==> config.mk <==
export PLATFORM = sky130hd
export DESIGN_NAME = bfba_ctrl
export DESIGN_NICKNAME = d
export VERILOG_FILES = /design/src/sv/bfba_pkg.sv /design/src/sv/bfba_ctrl.sv
export VERILOG_INCLUDE_DIRS = /design/src /design/src/sv
export SDC_FILE = /design/constraint.sdc
export NUM_CORES = 1
export LEC_CHECK = 0
export BUFFER_PORTS_ARGS = -buffer_cell sky130_fd_sc_hd__buf_2
export CAP_MARGIN = 20
export CORE_AREA = 2 2 39 41
export DETAILED_ROUTE_END_ITERATION = 8
export DIE_AREA = 0 0 41 43
export GPL_ROUTABILITY_DRIVEN = 0
export SYNTH_ARGS = -nofsm -noshare
export SYNTH_HDL_FRONTEND = slang
export SYNTH_SLANG_ARGS = --single-unit
==> constraint.sdc <==
create_clock -name clk_i -period 1.25 [get_ports clk_i]
set_input_delay 0.125 -clock clk_i [delete_from_list [all_inputs] [get_ports clk_i]]
set_output_delay 0.125 -clock clk_i [all_outputs]
set_load 0.005 [all_outputs]
==> src/sv/bloom_filter_bit_array_unit_assert.svh <==
// assertion macros for the bloom filter bit array unit
`ifndef BLOOM_FILTER_BIT_ARRAY_UNIT_ASSERT_SVH
`define BLOOM_FILTER_BIT_ARRAY_UNIT_ASSERT_SVH
`ifndef ASSERT_OFF
`define BF_ASSERT(lbl, clk, rst_n, prop) \
  lbl: assert property (@(posedge clk) disable iff (!rst_n) prop) else $error("assertion failed");
`define BF_ASSERT_NEXT(lbl, clk, rst_n, ante, cons) \
  lbl: assert property (@(posedge clk) disable iff (!rst_n) (ante) |=> (cons)) \
    else $error("assertion failed");
`else
`define BF_ASSERT(lbl, clk, rst_n, prop)
`define BF_ASSERT_NEXT(lbl, clk, rst_n, ante, cons)
`endif
`endif

==> src/sv/bfba_pkg.sv <==
// shared types and constants of the bloom filter bit array unit
package bfba_pkg;
  localparam int unsigned CfgWidth = 13;
  localparam int unsigned HashWidth = 64;
  localparam int unsigned CountWidth = 13;
  localparam logic [0:0] RegBitArraySize = 1'b0;
  localparam logic [0:0] RegProbeCount = 1'b1;
  localparam logic ActAdd = 1'b0;
  localparam logic ActQuery = 1'b1;

  typedef struct packed {
    logic                 action;
    logic [HashWidth-1:0] key_hash;
  } probe_req_t;

  typedef struct packed {
    logic                  maybe_present;
    logic [CountWidth-1:0] set_bit_count;
  } probe_rsp_t;

  typedef struct packed {
    logic load;      // latch item, start modulo
    logic mod_step;  // one remainder bit
    logic clr_step;  // one clearing step
    logic probe;     // read the store at the current position
    logic mark;      // set the store bit at the current position
    logic advance;   // next probe position
  } bfba_cmd_t;

  typedef struct packed {
    logic mod_last;
    logic clr_last;
    logic probe_last;
    logic bit_hit;   // registered store bit of the current position
    logic is_query;
  } bfba_sts_t;
endpackage

==> src/sv/bfba_ctrl.sv <==
// sequencer for clearing, load, modulo, probes and result hand-off
module bfba_ctrl import bfba_pkg::*; (
  input  logic      clk_i,
  input  logic      rst_ni,
  input  logic      in_valid_i,
  output logic      in_ready_o,
  output logic      out_valid_o,
  input  logic      out_ready_i,
  output logic      maybe_present_o,
  output bfba_cmd_t cmd_o,
  input  bfba_sts_t sts_i
);
  localparam logic [2:0] StClear = 3'd0;
  localparam logic [2:0] StIdle = 3'd1;
  localparam logic [2:0] StMod = 3'd2;
  localparam logic [2:0] StProbe = 3'd3;
  localparam logic [2:0] StCheck = 3'd4;
  localparam logic [2:0] StDone = 3'd5;

  logic [2:0] state_q, state_d;
  logic pres_q, pres_d;

  always_comb begin
    state_d = state_q;
    pres_d = pres_q;
    cmd_o = '0;
    unique case (state_q)
      StClear: begin
        cmd_o.clr_step = 1'b1;
        if (sts_i.clr_last) state_d = StIdle;
      end
      StIdle: if (in_valid_i) begin
        cmd_o.load = 1'b1;
        state_d = StMod;
      end
      StMod: begin
        cmd_o.mod_step = 1'b1;
        if (sts_i.mod_last) state_d = StProbe;
      end
      StProbe: begin
        cmd_o.probe = 1'b1;
        state_d = StCheck;
      end
      StCheck: begin
        if (sts_i.is_query && !sts_i.bit_hit) begin
          pres_d = 1'b0;
          state_d = StDone;
        end else begin
          cmd_o.mark = !sts_i.is_query && !sts_i.bit_hit;
          if (sts_i.probe_last) begin
            pres_d = sts_i.is_query;
            state_d = StDone;
          end else begin
            cmd_o.advance = 1'b1;
            state_d = StProbe;
          end
        end
      end
      StDone: if (out_ready_i) state_d = StIdle;
      default: state_d = StIdle;
    endcase
  end

  always_ff @(posedge clk_i or negedge rst_ni) begin
    if (!rst_ni) begin
      state_q <= StClear;
      pres_q <= 1'b0;
    end else begin
      state_q <= state_d;
      pres_q <= pres_d;
    end
  end

  assign in_ready_o = (state_q == StIdle);
  assign out_valid_o = (state_q == StDone);
  assign maybe_present_o = pres_q;

  `include "bloom_filter_bit_array_unit_assert.svh"
  `BF_ASSERT(a_one_side, clk_i, rst_ni, !(in_ready_o && out_valid_o))
  `BF_ASSERT_NEXT(a_accept_mod, clk_i, rst_ni, in_valid_i && in_ready_o, state_q == StMod)
  `BF_ASSERT_NEXT(a_hold_done, clk_i, rst_ni, out_valid_o && !out_ready_i, out_valid_o)
endmodule
Word-level counts from Yosys, hierarchy flattened
Index checks and enable logic that the tools add are counted.
{"block": "totals", "register_bits": 4, "input_bits": 9, "out_inout_bits": 9, "word_cells": 36}
{"block": "op_classes", "eq_ne": 9, "mux": 17, "reduce_logical": 8}
{"operator": "2-to-1 mux 3 bit", "n": 6}
{"operator": "one-hot mux 3 bit (6 select lines)", "n": 1}
{"operator": "2-to-1 mux 1 bit", "n": 8}
{"operator": "== test 3 x 2 -> 1 bit, second input constant", "n": 2}
{"operator": "== test 3 bit, second input constant", "n": 2}
{"operator": "!= test 2 bit, second input constant", "n": 3}
{"operator": "2-to-1 mux 2 bit", "n": 2}
{"operator": "AND reduction 4 bit", "n": 1}
{"operator": "== test 3 x 1 -> 1 bit, second input constant", "n": 1}
{"operator": "zero test 3 bit", "n": 1}
{"operator": "logical AND 1 bit", "n": 2}
{"operator": "zero test 1 bit", "n": 2}
{"operator": "!= test 2 x 1 -> 1 bit, second input constant", "n": 1}
{"operator": "AND reduction 2 bit", "n": 1}
{"operator": "nonzero test 2 bit", "n": 1}

Longest topological paths before layout
Gate-level depths: netlist (run 1).
{"block": "depth", "depth_word": 4, "ltp_mapped": 3, "mapped_depth_nobuf": 3}

Worst setup path after synthesis (run 1)
No wires, ideal clock.
{"block": "synth_timing", "path_kind": "register -> register", "start": "register state_q[0]", "end": "register state_q[1]", "setup_time_ns": 0.065, "t_arrival_ns": 1.138, "required_ns": 1.185, "path_slack_ns": 0.047, "path_stages_with_launch": 4, "path_buffers": 0, "synth_period_minus_slack_ns": 1.203, "cell_sequence": "dfrtp_1 -> or3b_4 -> nor3_4 -> or3_1"}
{"block": "synth_between", "elab_chain_len": 3, "elab_cells_between_ends": 12, "cone_classes": "eq/ne (9); mux (1); reduce/logical (2)"}
{"item": "start, declared", "line_no": "bfba_ctrl.sv:20", "text": "logic [2:0] state_q, state_d;"}
{"item": "start signal, assigned", "line_no": "bfba_ctrl.sv:66", "text": "state_q <= StClear;"}
{"item": "start signal, assigned", "line_no": "bfba_ctrl.sv:69", "text": "state_q <= state_d;"}
{"item": "== test 3 x 2 -> 1 bit, or another cell as far along", "line_no": "bfba_ctrl.sv:27", "text": "unique case (state_q)"}
{"item": "!= test 2 bit (no line) / != test 2 x 1 -> 1 bit (equally long branches)"}
{"item": "AND reduction 4 bit (no line)"}
Several ways; a longest one is shown, not always the timed one.
A chain may end at the register's enable or synchronous reset.

==> results of run 1 <==
path summary, 6_finish.rpt:
| check | start | end | slack (ps) | depth (start not counted) |
|---|---|---|---|---|
| worst max register to register | state_q[1] | maybe_present_o | -50 | 3 |
| max in group asynchronous | rst_ni | maybe_present_o | 900 | 2 |
| worst min-delay path | in_valid_i | state_q[0] | 180 | 2 |
| min in group asynchronous | rst_ni | state_q[0] | 230 | 2 |
| worst max-delay path | state_q[1] | cmd_o[0] | -180 | 3 |
| worst min register to register | maybe_present_o | maybe_present_o | 480 | 1 |
per-stage QoR:
stage	instances	setup slack (ps)	setup TNS [ps]
global placement	66	35.4	0
finish	74	-184	-611
floorplan	28	47.5	0
global route	74	-234	-1100
CTS	73	-195	-600
detailed placement	66	21.8	0
metal layers:
layer	share of wire	vias to the layer above	track usage
li1	-	161	-
met1	0.39	154	0.0977
met2	0.55	8	0.172
met3	0.059	0	0.0471
met4	0	0	0.0400
met5	0	-	0
flip-flops by register name, indices dropped and copies added, names as in the netlist:
register,cells
maybe_present_o,1
state_q,3
cell usage in the layout (no fill, tap or decap), types with 2 or more instances in the layout:
| cell type | synthesis | final |
|---|---|---|
| buf_2 | 0 | 16 |
| buf_4 | 0 | 5 |
| buf_6 | 0 | 5 |
| clkbuf_4 | 0 | 3 |
| dfrtp_1 | 4 | 4 |
| inv_1 | 3 | 3 |
| nor2_1 | 5 | 3 |
| nor2_2 | 0 | 2 |
| nor3_2 | 0 | 2 |
synth_stat cells, drive strengths merged:
| cell | n | area, um2 |
|---|---|---|
| nor3b | 2 | 15.0 |
| inv | 3 | 11.3 |
| and2b | 1 | 7.51 |
| and4bb | 1 | 12.5 |
| a21oi | 1 | 5.00 |
| o221ai | 1 | 8.76 |
| nor3 | 3 | 26.3 |
| dfrtp | 4 | 100 |
| and3b | 1 | 10.0 |
| nor2 | 5 | 18.8 |
| or3 | 1 | 6.26 |
| nand2b | 1 | 6.26 |
| or3b | 1 | 11.3 |
| mux2i | 1 | 10.0 |
| o22a | 1 | 10.0 |
| o21ai | 1 | 5.00 |
power by group:
part,switching [mW],total [mW],internal [mW]
Sequential,0.0368,0.225,0.188
Clock,0.0443,0.151,0.107
Combinational,0.267,0.658,0.391
final cells by class:
| cell class | count | share of cell area |
|---|---|---|
| multi-input combinational | 21 | 0.362 |
| tap | 16 | 0.0378 |
| clock buffer | 3 | 0.0426 |
| inverter | 3 | 0.0213 |
| sequential | 4 | 0.189 |
| timing repair buffer | 27 | 0.348 |
logic make-up (layout without fill, tap and decap cells):
kind of cell | Yosys count | in the layout | synth area share
buf+inv | 3 | 33 | 0.0427
flops | 4 | 4 | 0.379
mux | 1 | 1 | 0.0379
compound gates | 4 | 4 | 0.109
simple gates | 16 | 16 | 0.431
worst max-delay path, stage by stage (launching register included):
cell     delay (ps)
dfrtp_1         390
or3b_4          410
nor3_4          130
buf_2           140
timing repair:
item | CTS | global route
gates resized for setup | 4 | 10
hold buffers | 1 | 0
buffers inserted | 3 | 3
setup endpoints to repair | 4 | 11
endpoints found under the hold margin | 4 | 0
pin swaps | 5 | 4
==> results.yml, run 1 <==
status:
  status: "finished with violations"
  violations: "setup timing"
clocking:
  insertion_delay_ps: 230
  cts.root.buffer_cell: "clkbuf_4"
  cts_buffers: 3
  clkTransAtPathRegs_ps: 30
  tritoncts: "yes"
  cts.htree.levels: 1
  clock_sinks: 4
  cts_max_path_buffers: 2
floorplan:
  die_y_um: 43
  rows: 14
  start_util: 0.191
  fp.dieW_um: 41
  coreArea_um2: 1380
  io_pins: 18
  die_area_um2: 1760
routing:
  drt_iter0_markers: 5
  viasPerCell: 4.36
  wl_per_cell_um: 9.92
  num_vias: 323
  wl_um: 734
  drc_errors: 0
  dr.pass1.iters: 3
  ant_nets: 0
yosys:
  synth_area_um2: 264
  syn_avg_cell_area_um2: 9.43
  ys_seq_area_frac: 0.379
  synth_cell_types: 17
  ys.warnings.count: 0
  syn_nets: 37
  ys_ff_latch: 4
  netlist_instances: 28
timing:
  period_share: 1.15
  hold_viol: 0
  fin_ws_ps: -184
  finalSetupViolations: 7
  tightest_slew_ps: 197
  clock.fmax_ghz: 0.697
  clock_skew_ps: 1.30
  fin_crit_ps: 1430
  whs_ps: 178
  slew_headroom: 0.869
  rsz0062_at_grt: "yes"
  slew_viol_final: 0
worst_setup_path:
  critPathArrivalTime_ps: 1310
  crit_required_ps: 1120
  path_max_fanout: 4
  cp-end-kind: "output pin"
  crit_path_start_kind: "flop"
  path_class: "reg -> out"
layout:
  multi_input_area_um2: 191
  nFillCells: 150
  fin_nets: 69
  seq_area_um2: 100
  final_util: 0.382
  synthToLayoutAreaGrowth_pct: 100
  antenna_cells: 0
  final_cell_area_um2: 529
  drive_gt1_frac: 0.707
power:
  finalPower_mw: 1.03
  cellPowerDensity_nw_per_um2: 1950
  p_leak_nw: 0.273
  ir_drop_mv: 0.643
placed_design:
  port_buffers: 17
  dp_hpwl_um: 543
  placed_cell_area_um2: 407
grt:
  grt_pass1_wl_mm: 1.17
  antenna_found_initial: 0
  grt_pass1_vias: 302
  grt.total_usage: 0.101
  grt_max_degree: 8
  grt-ovfl-total: 0
job:
  drv_cap: 0
hold_path:
  hp-class: "in -> reg"
No activity file was read; power rests on OpenSTA's default activity.
==> inputs of run 2 (changes only) <==
--- a/config.mk
+++ b/config.mk
@@ -9,9 +9,11 @@
 export BUFFER_PORTS_ARGS = -buffer_cell sky130_fd_sc_hd__buf_2
 export CAP_MARGIN = 20
 export CORE_AREA = 2 2 39 41
+export CTS_CLUSTER_DIAMETER = 40
 export DETAILED_ROUTE_END_ITERATION = 8
 export DIE_AREA = 0 0 41 43
 export GPL_ROUTABILITY_DRIVEN = 0
+export GPL_TIMING_DRIVEN = 0
 export SYNTH_ARGS = -nofsm -noshare
 export SYNTH_HDL_FRONTEND = slang
 export SYNTH_SLANG_ARGS = --single-unit
==> constraint.sdc (replaced) <==
create_clock -name clk_i -period 1.2 [get_ports clk_i]
set_input_delay 0.12 -clock clk_i [delete_from_list [all_inputs] [get_ports clk_i]]
set_output_delay 0.12 -clock clk_i [all_outputs]
set_load 0.005 [all_outputs]
==> run 2 against run 1 <==
Effect of this change:
- the run still ends with setup timing left
- clock skew increased by 4.6 ps
- flip-flop and latch count unchanged
- sequential power rose by 7%
- global-route usage grew 0.53 points
- wire length is 9.5% higher
- combinational power grew 9.4%
- non-clock buffer count is 1 higher
- worst hold slack improved by 4.5 ps
- largest cell class unchanged
- largest power group unchanged
==> results.yml, run 2 (synthesis gave the netlist of run 1 again) <==
clocking:
  cts_max_path_buffers: 2
  tritoncts: "yes"
  clock_sinks: 4
  insertion_delay_ps: 240
  cts.root.buffer_cell: "clkbuf_4"
  cts.htree.levels: 1
  clkTransAtPathRegs_ps: 40
  cts_buffers: 3
worst_setup_path:
  crit_buf_inv: 1
  path_class: "reg -> out"
  crit_cells: 3
  crit_chain: "or3b_4, nor3_4, buf_2"
  crit_required_ps: 1080
  path_max_fanout: 3
  critPathArrivalTime_ps: 1320
  ff2ff_path_depth: 3
  cp-end-kind: "output pin"
  crit_path_start_kind: "flop"
  critical-path-top-delay-family: "simple AND/OR/NAND/NOR gates"
  max_stage_delay_ps: 430
  slowest_stage: "or3b_4"
power:
  p_leak_nw: 0.279
  ir_drop_mv: 0.704
  cellPowerDensity_nw_per_um2: 2090
  finalPower_mw: 1.13
layout:
  nFillCells: 156
  final_cell_mix: "17 x buf_2, 6 x buf_6, 5 x nor2_1"
  final_cell_area_um2: 542
  final_common_cell: "buf_2"
  synthToLayoutAreaGrowth_pct: 105
  antenna_cells: 0
  multi_input_area_um2: 193
  largest_reg_flops: 3
  regMostFlops: "state_q"
  seq_area_um2: 103
  fin_nets: 70
  drive_gt1_frac: 0.712
grt:
  grt_pass1_vias: 299
  grt_pass1_wl_mm: 1.25
  grt-ovfl-total: 0
  grt.total_usage: 0.106
  grt_max_degree: 8
  antenna_found_initial: 0
routing:
  drc_errors: 0
  drt_iter0_markers: 4
  num_vias: 332
  ant_nets: 0
  wl_um: 804
  dr.pass1.iters: 3
  viasPerCell: 4.43
  wl_per_cell_um: 10.7
timing:
  rsz0062_at_grt: "yes"
  period_share: 1.20
  slew_headroom: 0.862
  fin_ws_ps: -240
  tightest_slew_ps: 207
  finalSetupViolations: 9
  slew_viol_final: 0
  clock_skew_ps: 5.86
  fin_crit_ps: 1440
  clock.fmax_ghz: 0.695
  hold_viol: 0
floorplan:
  coreArea_um2: 1380
  rows: 14
  fp.dieW_um: 41
  die_area_um2: 1760
  io_pins: 18
  start_util: 0.191
  die_y_um: 43
hold_path:
  hp-class: "in -> reg"
  holdPathStages: 2
placed_design:
  port_buffers: 17
  dp_hpwl_um: 515
  placed_cell_area_um2: 369
status:
  violations: "setup timing"
  status: "finished with violations"
job:
  drv_cap: 0
==> run 2: cell count changes in the layout (fill, tap and decap cells not counted) <==
cell     delta
dfrtp_1     -2
nor2_2      -2
nor3b_2     -1
buf_2       +1
buf_4       -1
buf_6       +1
nor3b_4     +1
nor2_1      +2
dfrtp_2     +2
==> run 2: final cells by class <==
| type | instances | area share |
|---|---|---|
| clock buffers | 3 | 0.0416 |
| inverters | 3 | 0.0208 |
| flip-flops and latches | 4 | 0.189 |
| multi-input cells | 21 | 0.356 |
| well taps | 16 | 0.0370 |
| repair buffers | 28 | 0.356 |
==> run 2: per-stage QoR <==
stage / hold WS (ps) / setup WS (ps) / util / setup TNS [ps] / cells
finish: 182 / -240 / 0.392 / -1040 / 75
global route: 201 / -294 / 0.392 / -1570 / 75
CTS: 174 / -248 / 0.346 / -903 / 72
detailed placement: -70.3 / -134 / 0.267 / -326 / 61
global placement: -71.2 / -121 / 0.267 / -273 / 61
floorplan: -176 / -2.55 / - / -2.55 / 28
==> run 2: final timing paths <==
check,start,endpoint,slack [ps]
hold / removal,in_valid_i,state_q[0],180
max in group asynchronous,rst_ni,state_q[0],860
min in group asynchronous,rst_ni,maybe_present_o,210
hold reg to reg,maybe_present_o,maybe_present_o,490
setup reg to reg,state_q[0],maybe_present_o,-120
setup / recovery,state_q[0],cmd_o[0],-240
==> run 2: power by group <==
group	total (mW)	leakage, nW	internal (mW)	switching, mW
clock	0.172	0.0138	0.112	0.0596
sequential	0.240	0.0472	0.201	0.0391
combinational	0.720	0.218	0.428	0.292
total	1.13	0.279	0.740	0.391
==> run 2: worst register-to-register path, delay by kind of cell (launching register included) <==
family                 cells  cell delay [ps]
AO/OA/AOI/OAI              1              220
buffers and inverters      1              160
flip-flops                 1              400
AND/OR/NAND/NOR            1              430
==> run 2: repair_timing <==
action,in CTS,in global routing
gates resized for setup,8,9
cloned,0,0
endpoints found under the hold margin,4,0
endpoints found under the setup margin,8,11
setup buffers,7,5
pin swaps,5,6
hold buffers,1,0
==> run 2: metal layers <==
layer,share of wire,track usage,up-vias
li1,-,-,164
met1,0.38,0.134,158
met2,0.55,0.153,10
met3,0.071,0.0471,0
met4,0,0.0400,0
met5,0,0,-
